## config.mk

```make
export PLATFORM = sky130hd
export DESIGN_NAME = min_tracking_stack_unit
export DESIGN_NICKNAME = d
export VERILOG_FILES = /design/src/hw/rtl/mts_pkg.sv /design/src/hw/rtl/mts_ram.sv /design/src/hw/rtl/min_tracking_stack_unit.sv
export VERILOG_INCLUDE_DIRS = /design/src /design/src/hw/rtl
export SDC_FILE = /design/constraint.sdc
export NUM_CORES = 2
export LEC_CHECK = 0
export BUFFER_PORTS_ARGS = -buffer_cell sky130_fd_sc_hd__buf_2
export CAP_MARGIN = 10
export CORE_MARGIN = 2
export CORE_UTILIZATION = 40
export DETAILED_ROUTE_END_ITERATION = 7
export SLEW_MARGIN = 25
export SYNTH_ARGS = -nofsm -noshare
export SYNTH_HDL_FRONTEND = slang
export SYNTH_SLANG_ARGS = --single-unit
```

## constraint.sdc

```tcl
create_clock -name clock -period 9.81 [get_ports clock]
set_input_delay 0.981 -clock clock [delete_from_list [all_inputs] [get_ports clock]]
set_output_delay 0.981 -clock clock [all_outputs]
set_load 0.01 [all_outputs]
```

## src/hw/rtl/min_tracking_stack_unit_defines.svh

```systemverilog
// Assertion macros used by the min tracking stack unit.
`ifndef MIN_TRACKING_STACK_UNIT_DEFINES_SVH
`define MIN_TRACKING_STACK_UNIT_DEFINES_SVH

`ifndef SYNTHESIS

// Property checked at every clock edge outside of reset.
`define MTS_ASSERT(lbl, prop, msg) \
   lbl: assert property (@(posedge clock) disable iff (reset) (prop)) else $error(msg);

// Implication checked at every clock edge outside of reset.
`define MTS_ASSERT_IMPL(lbl, ante, cons, msg) \
   lbl: assert property (@(posedge clock) disable iff (reset) (ante) |-> (cons)) \
      else $error(msg);

`else

`define MTS_ASSERT(lbl, prop, msg)
`define MTS_ASSERT_IMPL(lbl, ante, cons, msg)

`endif

`endif

```

## src/hw/rtl/mts_pkg.sv

```systemverilog
// Types and constants of the min tracking stack.
package mts_pkg;

   localparam logic OP_PUSH = 1'b0;
   localparam logic OP_POP  = 1'b1;

   localparam logic signed [31:0] EMPTY_VALUE = -32'sd1;

   typedef enum logic [1:0] {
      ST_OK        = 2'd0,
      ST_OVERFLOW  = 2'd1,
      ST_UNDERFLOW = 2'd2
   } status_type;

   typedef struct packed {
      logic               op;
      logic signed [31:0] push_value;
   } req_type;

   typedef struct packed {
      logic signed [31:0] top_value;
      logic signed [31:0] min_value;
      logic [6:0]         fill_count;
      logic               is_empty;
      status_type         status;
   } rsp_type;

endpackage

```

## src/hw/rtl/mts_ram.sv

```systemverilog
// Generic simple dual-port RAM with registered read data.
module mts_ram #(
   parameter int WIDTH = 32,
   parameter int DEPTH = 64
) (
   input  logic                     clock,
   input  logic                     wr_en,
   input  logic [$clog2(DEPTH)-1:0] wr_addr,
   input  logic [WIDTH-1:0]         wr_data,
   input  logic [$clog2(DEPTH)-1:0] rd_addr,
   output logic [WIDTH-1:0]         rd_data
);

   logic [WIDTH-1:0] mem_ff [DEPTH];

   always_ff @(posedge clock) begin
      if (wr_en) begin
         mem_ff[wr_addr] <= wr_data;
      end
      rd_data <= mem_ff[rd_addr];
   end

endmodule

```

## src/hw/rtl/min_tracking_stack_unit.sv

```systemverilog
// Push: the result appears the cycle after start, and busy stays low.
// Pop: the new top and minimum are read back from the entry RAMs, whose registered
// read data keeps busy high in S_READ; the result is registered at the end of S_READ.
// Sustained rate: one push per cycle; start is not taken while a pop holds busy high.
// Synchronous reset empties both stacks; RAM contents are not cleared.
// Results are shown for one cycle on rsp_strobe and cannot be held off.
module min_tracking_stack_unit #(
   parameter int STACK_DEPTH = 64
) (
   input  logic            clock,
   input  logic            reset,
   input  logic            start,
   output logic            busy,
   input  mts_pkg::req_type req_item,
   output logic            rsp_strobe,
   output mts_pkg::rsp_type rsp_item
);

   import mts_pkg::*;

   localparam int AW = $clog2(STACK_DEPTH);
   localparam int CW = $clog2(STACK_DEPTH + 1);

   typedef enum logic {
      S_IDLE,
      S_READ
   } state_type;

   state_type          state_ff, state_in;
   logic [CW-1:0]      vc_ff, vc_in;
   logic [CW-1:0]      mc_ff, mc_in;
   logic signed [31:0] top_ff, top_in;
   logic signed [31:0] min_ff, min_in;
   logic               rsp_strobe_ff, rsp_strobe_in;
   rsp_type            rsp_item_ff, rsp_item_in;
   status_type         status;

   logic               v_we, m_we;
   logic [CW-1:0]      v_rd_ptr, m_rd_ptr;
   logic [31:0]        v_rd_data, m_rd_data;

   // Pops never write, so a read always sees every earlier push.
   assign v_rd_ptr = vc_ff - CW'(2);
   assign m_rd_ptr = mc_in - CW'(1);

   mts_ram #(.WIDTH(32), .DEPTH(STACK_DEPTH)) u_value_ram (
      .clock   (clock),
      .wr_en   (v_we),
      .wr_addr (vc_ff[AW-1:0]),
      .wr_data (req_item.push_value),
      .rd_addr (v_rd_ptr[AW-1:0]),
      .rd_data (v_rd_data)
   );

   mts_ram #(.WIDTH(32), .DEPTH(STACK_DEPTH)) u_minimum_ram (
      .clock   (clock),
      .wr_en   (m_we),
      .wr_addr (mc_ff[AW-1:0]),
      .wr_data (req_item.push_value),
      .rd_addr (m_rd_ptr[AW-1:0]),
      .rd_data (m_rd_data)
   );

   always_comb begin
      state_in      = state_ff;
      vc_in         = vc_ff;
      mc_in         = mc_ff;
      top_in        = top_ff;
      min_in        = min_ff;
      rsp_strobe_in = 1'b0;
      status        = ST_OK;
      v_we          = 1'b0;
      m_we          = 1'b0;
      unique case (state_ff)
         S_IDLE: begin
            if (start) begin
               rsp_strobe_in = 1'b1;
               if (req_item.op == OP_PUSH) begin
                  if (vc_ff == CW'(STACK_DEPTH)) begin
                     status = ST_OVERFLOW;
                  end else begin
                     v_we   = 1'b1;
                     vc_in  = vc_ff + CW'(1);
                     top_in = req_item.push_value;
                     if (mc_ff == '0 || $signed(req_item.push_value) <= min_ff) begin
                        m_we   = 1'b1;
                        mc_in  = mc_ff + CW'(1);
                        min_in = req_item.push_value;
                     end
                  end
               end else begin
                  if (vc_ff == '0) begin
                     status = ST_UNDERFLOW;
                  end else begin
                     // The result waits for the new tops to come back from the RAMs.
                     rsp_strobe_in = 1'b0;
                     state_in      = S_READ;
                     vc_in         = vc_ff - CW'(1);
                     if (mc_ff != '0 && top_ff == min_ff) begin
                        mc_in = mc_ff - CW'(1);
                     end
                  end
               end
            end
         end
         S_READ: begin
            rsp_strobe_in = 1'b1;
            state_in      = S_IDLE;
            top_in        = $signed(v_rd_data);
            min_in        = $signed(m_rd_data);
         end
         default: begin
            state_in = S_IDLE;
         end
      endcase

      rsp_item_in            = rsp_item_ff;
      if (rsp_strobe_in) begin
         rsp_item_in.top_value  = (vc_in != '0) ? top_in : EMPTY_VALUE;
         rsp_item_in.min_value  = (mc_in != '0) ? min_in : EMPTY_VALUE;
         rsp_item_in.fill_count = 7'(vc_in);
         rsp_item_in.is_empty   = (vc_in == '0);
         rsp_item_in.status     = status;
      end
   end

   always_ff @(posedge clock) begin
      if (reset) begin
         state_ff      <= S_IDLE;
         vc_ff         <= '0;
         mc_ff         <= '0;
         rsp_strobe_ff <= 1'b0;
      end else begin
         state_ff      <= state_in;
         vc_ff         <= vc_in;
         mc_ff         <= mc_in;
         rsp_strobe_ff <= rsp_strobe_in;
      end
      top_ff      <= top_in;
      min_ff      <= min_in;
      rsp_item_ff <= rsp_item_in;
   end

   assign busy       = (state_ff != S_IDLE);
   assign rsp_strobe = rsp_strobe_ff;
   assign rsp_item   = rsp_item_ff;

`include "min_tracking_stack_unit_defines.svh"

   `MTS_ASSERT(a_min_count_bound, mc_ff <= vc_ff, "minimum stack deeper than value stack")
   `MTS_ASSERT(a_count_bound, vc_ff <= CW'(STACK_DEPTH), "value count beyond stack depth")
   `MTS_ASSERT_IMPL(a_min_nonempty, vc_ff != '0, mc_ff != '0, "minimum stack empty")
   `MTS_ASSERT_IMPL(a_read_done, state_ff == S_READ, ##1 rsp_strobe && !busy, "pop item lost")
   `MTS_ASSERT_IMPL(a_overflow_full, rsp_strobe && rsp_item.status == ST_OVERFLOW,
                    vc_ff == CW'(STACK_DEPTH), "overflow reported with room left")

endmodule
```

Word-level counts from Yosys, hierarchy flattened
Memory sizes are Yosys's and may differ from the RTL's. A register that Yosys moved wholly into a read port is not among the register bits.
Index checks and enable logic that the tools add are counted.
- bitwise logic cells: 2
- reductions and logical operators: 9
- add/subtract/negate cells: 6
- equal/unequal tests: 2
- muxes and demuxes: 45
- magnitude comparators: 1
- operators by type and width (cell ; number):
    2-to-1 mux 32 bit ; 7
    one-hot mux 32 bit (2 select lines) ; 2
    2-to-1 mux 7 bit ; 12
    equality test 32 bit ; 1
    <= comparator 32 bit ; 1
    logical NOT 7 bit ; 3
    nonzero test 7 bit ; 3
    2-to-1 mux 1 bit ; 20
    adder 7 x 1 -> 7 bit, second input constant ; 2
    subtractor 7 x 1 -> 7 bit, second input constant ; 2
    equality test 7 bit, second input constant ; 1
    subtractor 6 x 1 -> 6 bit, second input constant ; 1
    subtractor 6 x 2 -> 6 bit, second input constant ; 1
    2-to-1 mux 2 bit ; 2
    one-hot mux 1 bit (2 select lines) ; 2
    NOT 1 bit ; 2
    OR reduction 2 bit ; 1
    logical AND 1 bit ; 1
    logical OR 1 bit ; 1
- memory bits (writable): 4096
- output and inout port bits: 76
- logic and storage cells: 78
- input port bits: 36
- register bits after elaboration: 154
- memories kept: 2
- memories (memory ; depth ; bits a word ; rd ports ; clocked after Yosys merged registers in ; wr ports ; RTL line ; text):
    u_minimum_ram.mem_ff ; 64 ; 32 ; 1 ; 1 ; 1 ; mts_ram.sv:14 ; logic [WIDTH-1:0] mem_ff [DEPTH];
    u_value_ram.mem_ff ; 64 ; 32 ; 1 ; 1 ; 1 ; mts_ram.sv:14 ;

Logic depth before layout (Yosys ltp)
- depth in word-level cells: 9
- gate-level depth with buffers: 28

By module
A second synthesis with hierarchy kept.
- cell total of the unflattened synthesis: 7480
- area total of the unflattened synthesis: 165017.0 um^2
- by module, submodules not included (module ; cells an instance ; times used ; area each (um^2) ; seq. area each (um^2)):
    mts_ram ; 3324 ; 2 ; 78515.3 ; 62139.6
    min_tracking_stack_unit ; 832 ; 1 ; 7986.4 ; 3823.7

Worst setup path after synthesis
OpenSTA, ideal clock, no wires.
- path kind: flip-flop to flip-flop
- start: register vc_ff[0]
- end: register u_minimum_ram.rd_data[10], read port of u_minimum_ram.mem_ff
- path slack: 2979 ps
- cell stages (with the launch flop): 28
- arrival: 6711 ps
- library setup time: 120 ps
- path through: dfxtp_1 -> clkbuf_1 -> clkbuf_1 -> buf_1 -> clkbuf_1 -> clkinv_1 -> ha_1 -> nand2b_1 -> o41ai_4 -> or3_1 -> or4_1 -> nor2_1 -> a21oi_2 -> xnor2_4 -> inv_2 -> buf_2 -> buf_2 -> buf_2 -> buf_2 -> ha_1 -> clkinv_1 -> clkbuf_1 -> clkbuf_1 -> mux4_2 -> mux2i_1 -> mux2i_1 -> o22a_1 -> o31a_1
- cells in the longest elaborated chain, start to end: 6
- elaborated cells on any way between the ends: 8
- RTL lines (element ; RTL line ; text):
    from (decl) ; min_tracking_stack_unit.sv:30 ; logic [CW-1:0] vc_ff, vc_in;
    from (signal assigned) ; min_tracking_stack_unit.sv:135 ; vc_ff <= vc_in;
    equality test 7 bit / logical NOT 7 bit (equally long branches) ; min_tracking_stack_unit.sv:79, min_tracking_stack_unit.sv:92 ;
    2-to-1 mux 7 bit, on equally long branches ; min_tracking_stack_unit.sv:79, min_tracking_stack_unit.sv:92 ;
    2-to-1 mux 7 bit (*) ; min_tracking_stack_unit.sv:78 ; if (req_item.op == OP_PUSH) begin
    2-to-1 mux 7 bit (*) ; min_tracking_stack_unit.sv:76 ; if (start) begin
    2-to-1 mux 7 bit (*) ; min_tracking_stack_unit.sv:74 ; unique case (state_ff)
    subtractor 6 x 1 -> 6 bit (*) ; min_tracking_stack_unit.sv:44 ; assign m_rd_ptr = mc_in - CW'(1);
    to (decl) ; mts_ram.sv:11 ; output logic [WIDTH-1:0] rd_data
Mark *: on every way between the ends. The rest lies on a longest branch, timed or not.
A chain may end at the register's enable or synchronous reset.

Worst setup path after layout
- start: register vc_ff[1]
- end: register u_minimum_ram.rd_data[7], read port of u_minimum_ram.mem_ff
Same word-level chain as after synthesis.

==> run summary <==
# fillers: 34483
Post-CTS Hold Fix Bufs: 0
Die Ht: 650 µm
Slew Limit Headroom: 0.179
Synth unique cells: 79
Number of max-cap violations: 0
Critical path, cell by cell: inv_1 > ha_1 > nand2b_1 > o41ai_4 > or3_1 > or4_1 > nor2_1 > buf_4 > a21oi_2 > xnor2_4 > inv_8 > ha_1 > inv_8 > a21oi_4 > buf_4 > a32oi_1 > a31oi_1 > nor3_1 > o31a_1
Highest metal used: met5
CTS tree: yes
Syn Nets: 8475
Setup_tns: 0 ns
Core area: 416000 µm²
Die Span X: 650 µm
Synth-to-Final Area Change: 13.9%
EDFF count, synth: 4170
Failing checks: design-rule violations
Max incr delay on CP: 0.98 ns
Site Rows: 237
Status: complete, but fails checks
GP Congestion: 0.887
Share of cells above drive strength 1: 0.231
CP top delay family: simple AND/OR/NAND/NOR gates
Clk_lat worst skew: 1.02 ns
DR WL met3: 42000 µm
Routed WL per cell: 33.3 µm
Final nets: 8850
PwrDens: 258 nW/µm²
Pin count of the biggest net entering global routing: 163
Hold WC Path Type: in2reg
DRC viols: 3
WL met1: 188000 µm
Worst path slowest cell: nor3_1
Tot GR Track Use: 0.226
Synth area leader: edfxtp_1
Post-synthesis area per instance: 19.9 µm²
First DRT Iteration DRCs: 12533
Vias after detailed routing: 87034
Clk_skew: 0.0981 ns
Clock Sinks: 4314
Total leakage power: 0.0597 µW
Yosys Warn Count: 0
Critical path buffer and inverter count: 5
Detail Route met2 WL: 237000 µm
Crit path DAT: 8.39 ns
Synthesized area: 167000 µm²
Crit. End Element: flop
Post-CTS Setup Inserts: 0
Clk root buf: clkbuf_16
Post-synthesis cell count: 8396
Initial Util: 0.401
CP required: 10.71 ns
Largest cells by area after synthesis: edfxtp_1 (75%), mux4_2 (12%), mux2i_1 (2.4%)
Ports: 112
Detailed placement HPWL: 269000 µm
Post-Route Utilization: 0.457
Vias per cell: 5.94
Antenna violations before repair: 34
RSZ-0062 raised after global routing: false
Max Slew Vio Count: 0
CTS buffer count: 436
Drt pass-1 iters: 8
Async SR Flop Fraction: 0
Crit path max fanout: 88
Grt total ovfl: 0
First-pass GRT wire length: 677000 µm
CTS HTree Levels: 5
Tcrit/Tclk final: 0.764
Total wire length: 487000 µm
Crit path time final: 7.49 ns
Peak supply drop: 0.256 mV
Peak Freq: 0.133 GHz
Most used DFF post-synth: edfxtp_1
Synth top area share: 0.751
Seq/Total Area, Yosys: 0.768
ANT nets after route: 0
Most common cell in the netlist: edfxtp_1
Slew @ Worst Pin: 1.22 ns
Top post-synthesis cells by count: edfxtp_1 (4170), nand2_1 (915), mux4_2 (912), mux2i_1 (393), clkbuf_1 (301)
WS Path Type: reg2reg
Vias in the first global route: 86546
Bufs on Longest Clock Path: 4
Flops & latches, synth: 4314
Die ar.: 422000 µm²
Finish-stage setup viols: 0
Final Hold Fails: 0
Clock-pin slew on the worst setup and hold paths: 0.06 ns
FF-to-FF setup slack: 2.32 ns
Cells resized by post-CTS repair: 0
Critical Path Source Type: flop
IO Port Bufs: 111
==> cell families (layout without fill, tap and decap cells) <==
logic type      count (synthesis)  count (layout)  synth area share
mux                          1310            1310             0.147
buf+inv                       521            1256            0.0128
flops                        4314            4314             0.768
compound gates                545             545            0.0238
fa+ha+maj                      43              43           0.00323
other cells                     0              21                 0
xor+xnor                       47              47           0.00263
simple gates                 1616            1616            0.0424
==> through the flow <==
| stage | power, µW | setup WS (ns) | cell area, µm² | hold WS, ns | cells |
|---|---|---|---|---|---|
| after detailed placement | 33300 | 2.23 | 176000 | 0.452 | 13829 |
| after global routing | 50500 | 2.04 | 190000 | 0.349 | 14641 |
| after floorplan | 28200 | 2.98 | 167000 | 0.422 | 8396 |
| after global placement | 33200 | 1.95 | 176000 | 0.450 | 13829 |
| after CTS | 49400 | 2.26 | 190000 | 0.319 | 14627 |
| final | 49100 | 2.32 | 190000 | 0.398 | 14649 |
==> routing by layer <==
metal	up-vias	global-route usage
li1	35078	-
met1	46612	0.305
met2	4538	0.372
met3	798	0.0367
met4	8	0.0848
met5	-	0
==> worst register-to-register path, cell delays in order, from the launching register on <==
cell and delay, ns:
dfxtp_4 0.95, inv_1 0.36, ha_1 0.29, nand2b_1 0.23, o41ai_4 0.18, or3_1 0.41
or4_1 0.47, nor2_1 0.12, buf_4 0.29, a21oi_2 0.12, xnor2_4 0.18, inv_8 0.48
ha_1 0.43, inv_8 0.53, a21oi_4 0.34, buf_4 0.39, a32oi_1 0.25, a31oi_1 0.13
nor3_1 0.98, o31a_1 0.24
==> power by group <==
group,internal (µW),switching (µW)
sequential,20800,532
clock,9160,7050
combinational,4240,7330
==> flip-flops by register name (all words and copies together) (netlist names) <==
signal,count
u_value_ram.mem_ff,2048
u_minimum_ram.mem_ff,2048
rsp_strobe,1
min_ff,32
rsp_item,74
mc_ff,7
u_minimum_ram.rd_data,32
top_ff,32
vc_ff,7
u_value_ram.rd_data,32
busy,1
==> final cells by class <==
class                   count  area, µm²  share of cell area
well taps                5497       6880              0.0362
flip-flops and latches   4314     128000               0.674
clock buffers             555      11500              0.0607
inverters                  48        195             0.00103
diodes                     21       52.6            0.000277
multi-input cells        3561      37700               0.198
repair buffers            410       3170              0.0167
clock inverters           243       2330              0.0123
==> placed cells by master (no fill, tap or decap), types with 95 or more instances in the layout <==
cell,count
a31oi_1,138
mux2i_1,393
clkbuf_1,106
buf_4,306
edfxtp_1,4170
a32oi_1,125
nor2_4,121
dfxtp_1,140
nand2_1,913
clkbuf_16,440
nand3_1,277
mux4_2,912
clkinv_1,95
==> worst paths after layout <==
path                                                       from                                     to  cells past startpoint
worst max-delay path                        vc_ff[1]$_SDFF_PP0_       u_minimum_ram.rd_data[7]$_DFF_P_                     19
worst min-delay path                                req_item[8]  u_minimum_ram.mem_ff[30][8]$_DFFE_PP_                      1
worst max register to register              vc_ff[1]$_SDFF_PP0_       u_minimum_ram.rd_data[7]$_DFF_P_                     19
worst min register to register  u_value_ram.rd_data[15]$_DFF_P_                     top_ff[15]$_DFF_P_                      2
Note: power is estimated with default switching activity, not from simulation.
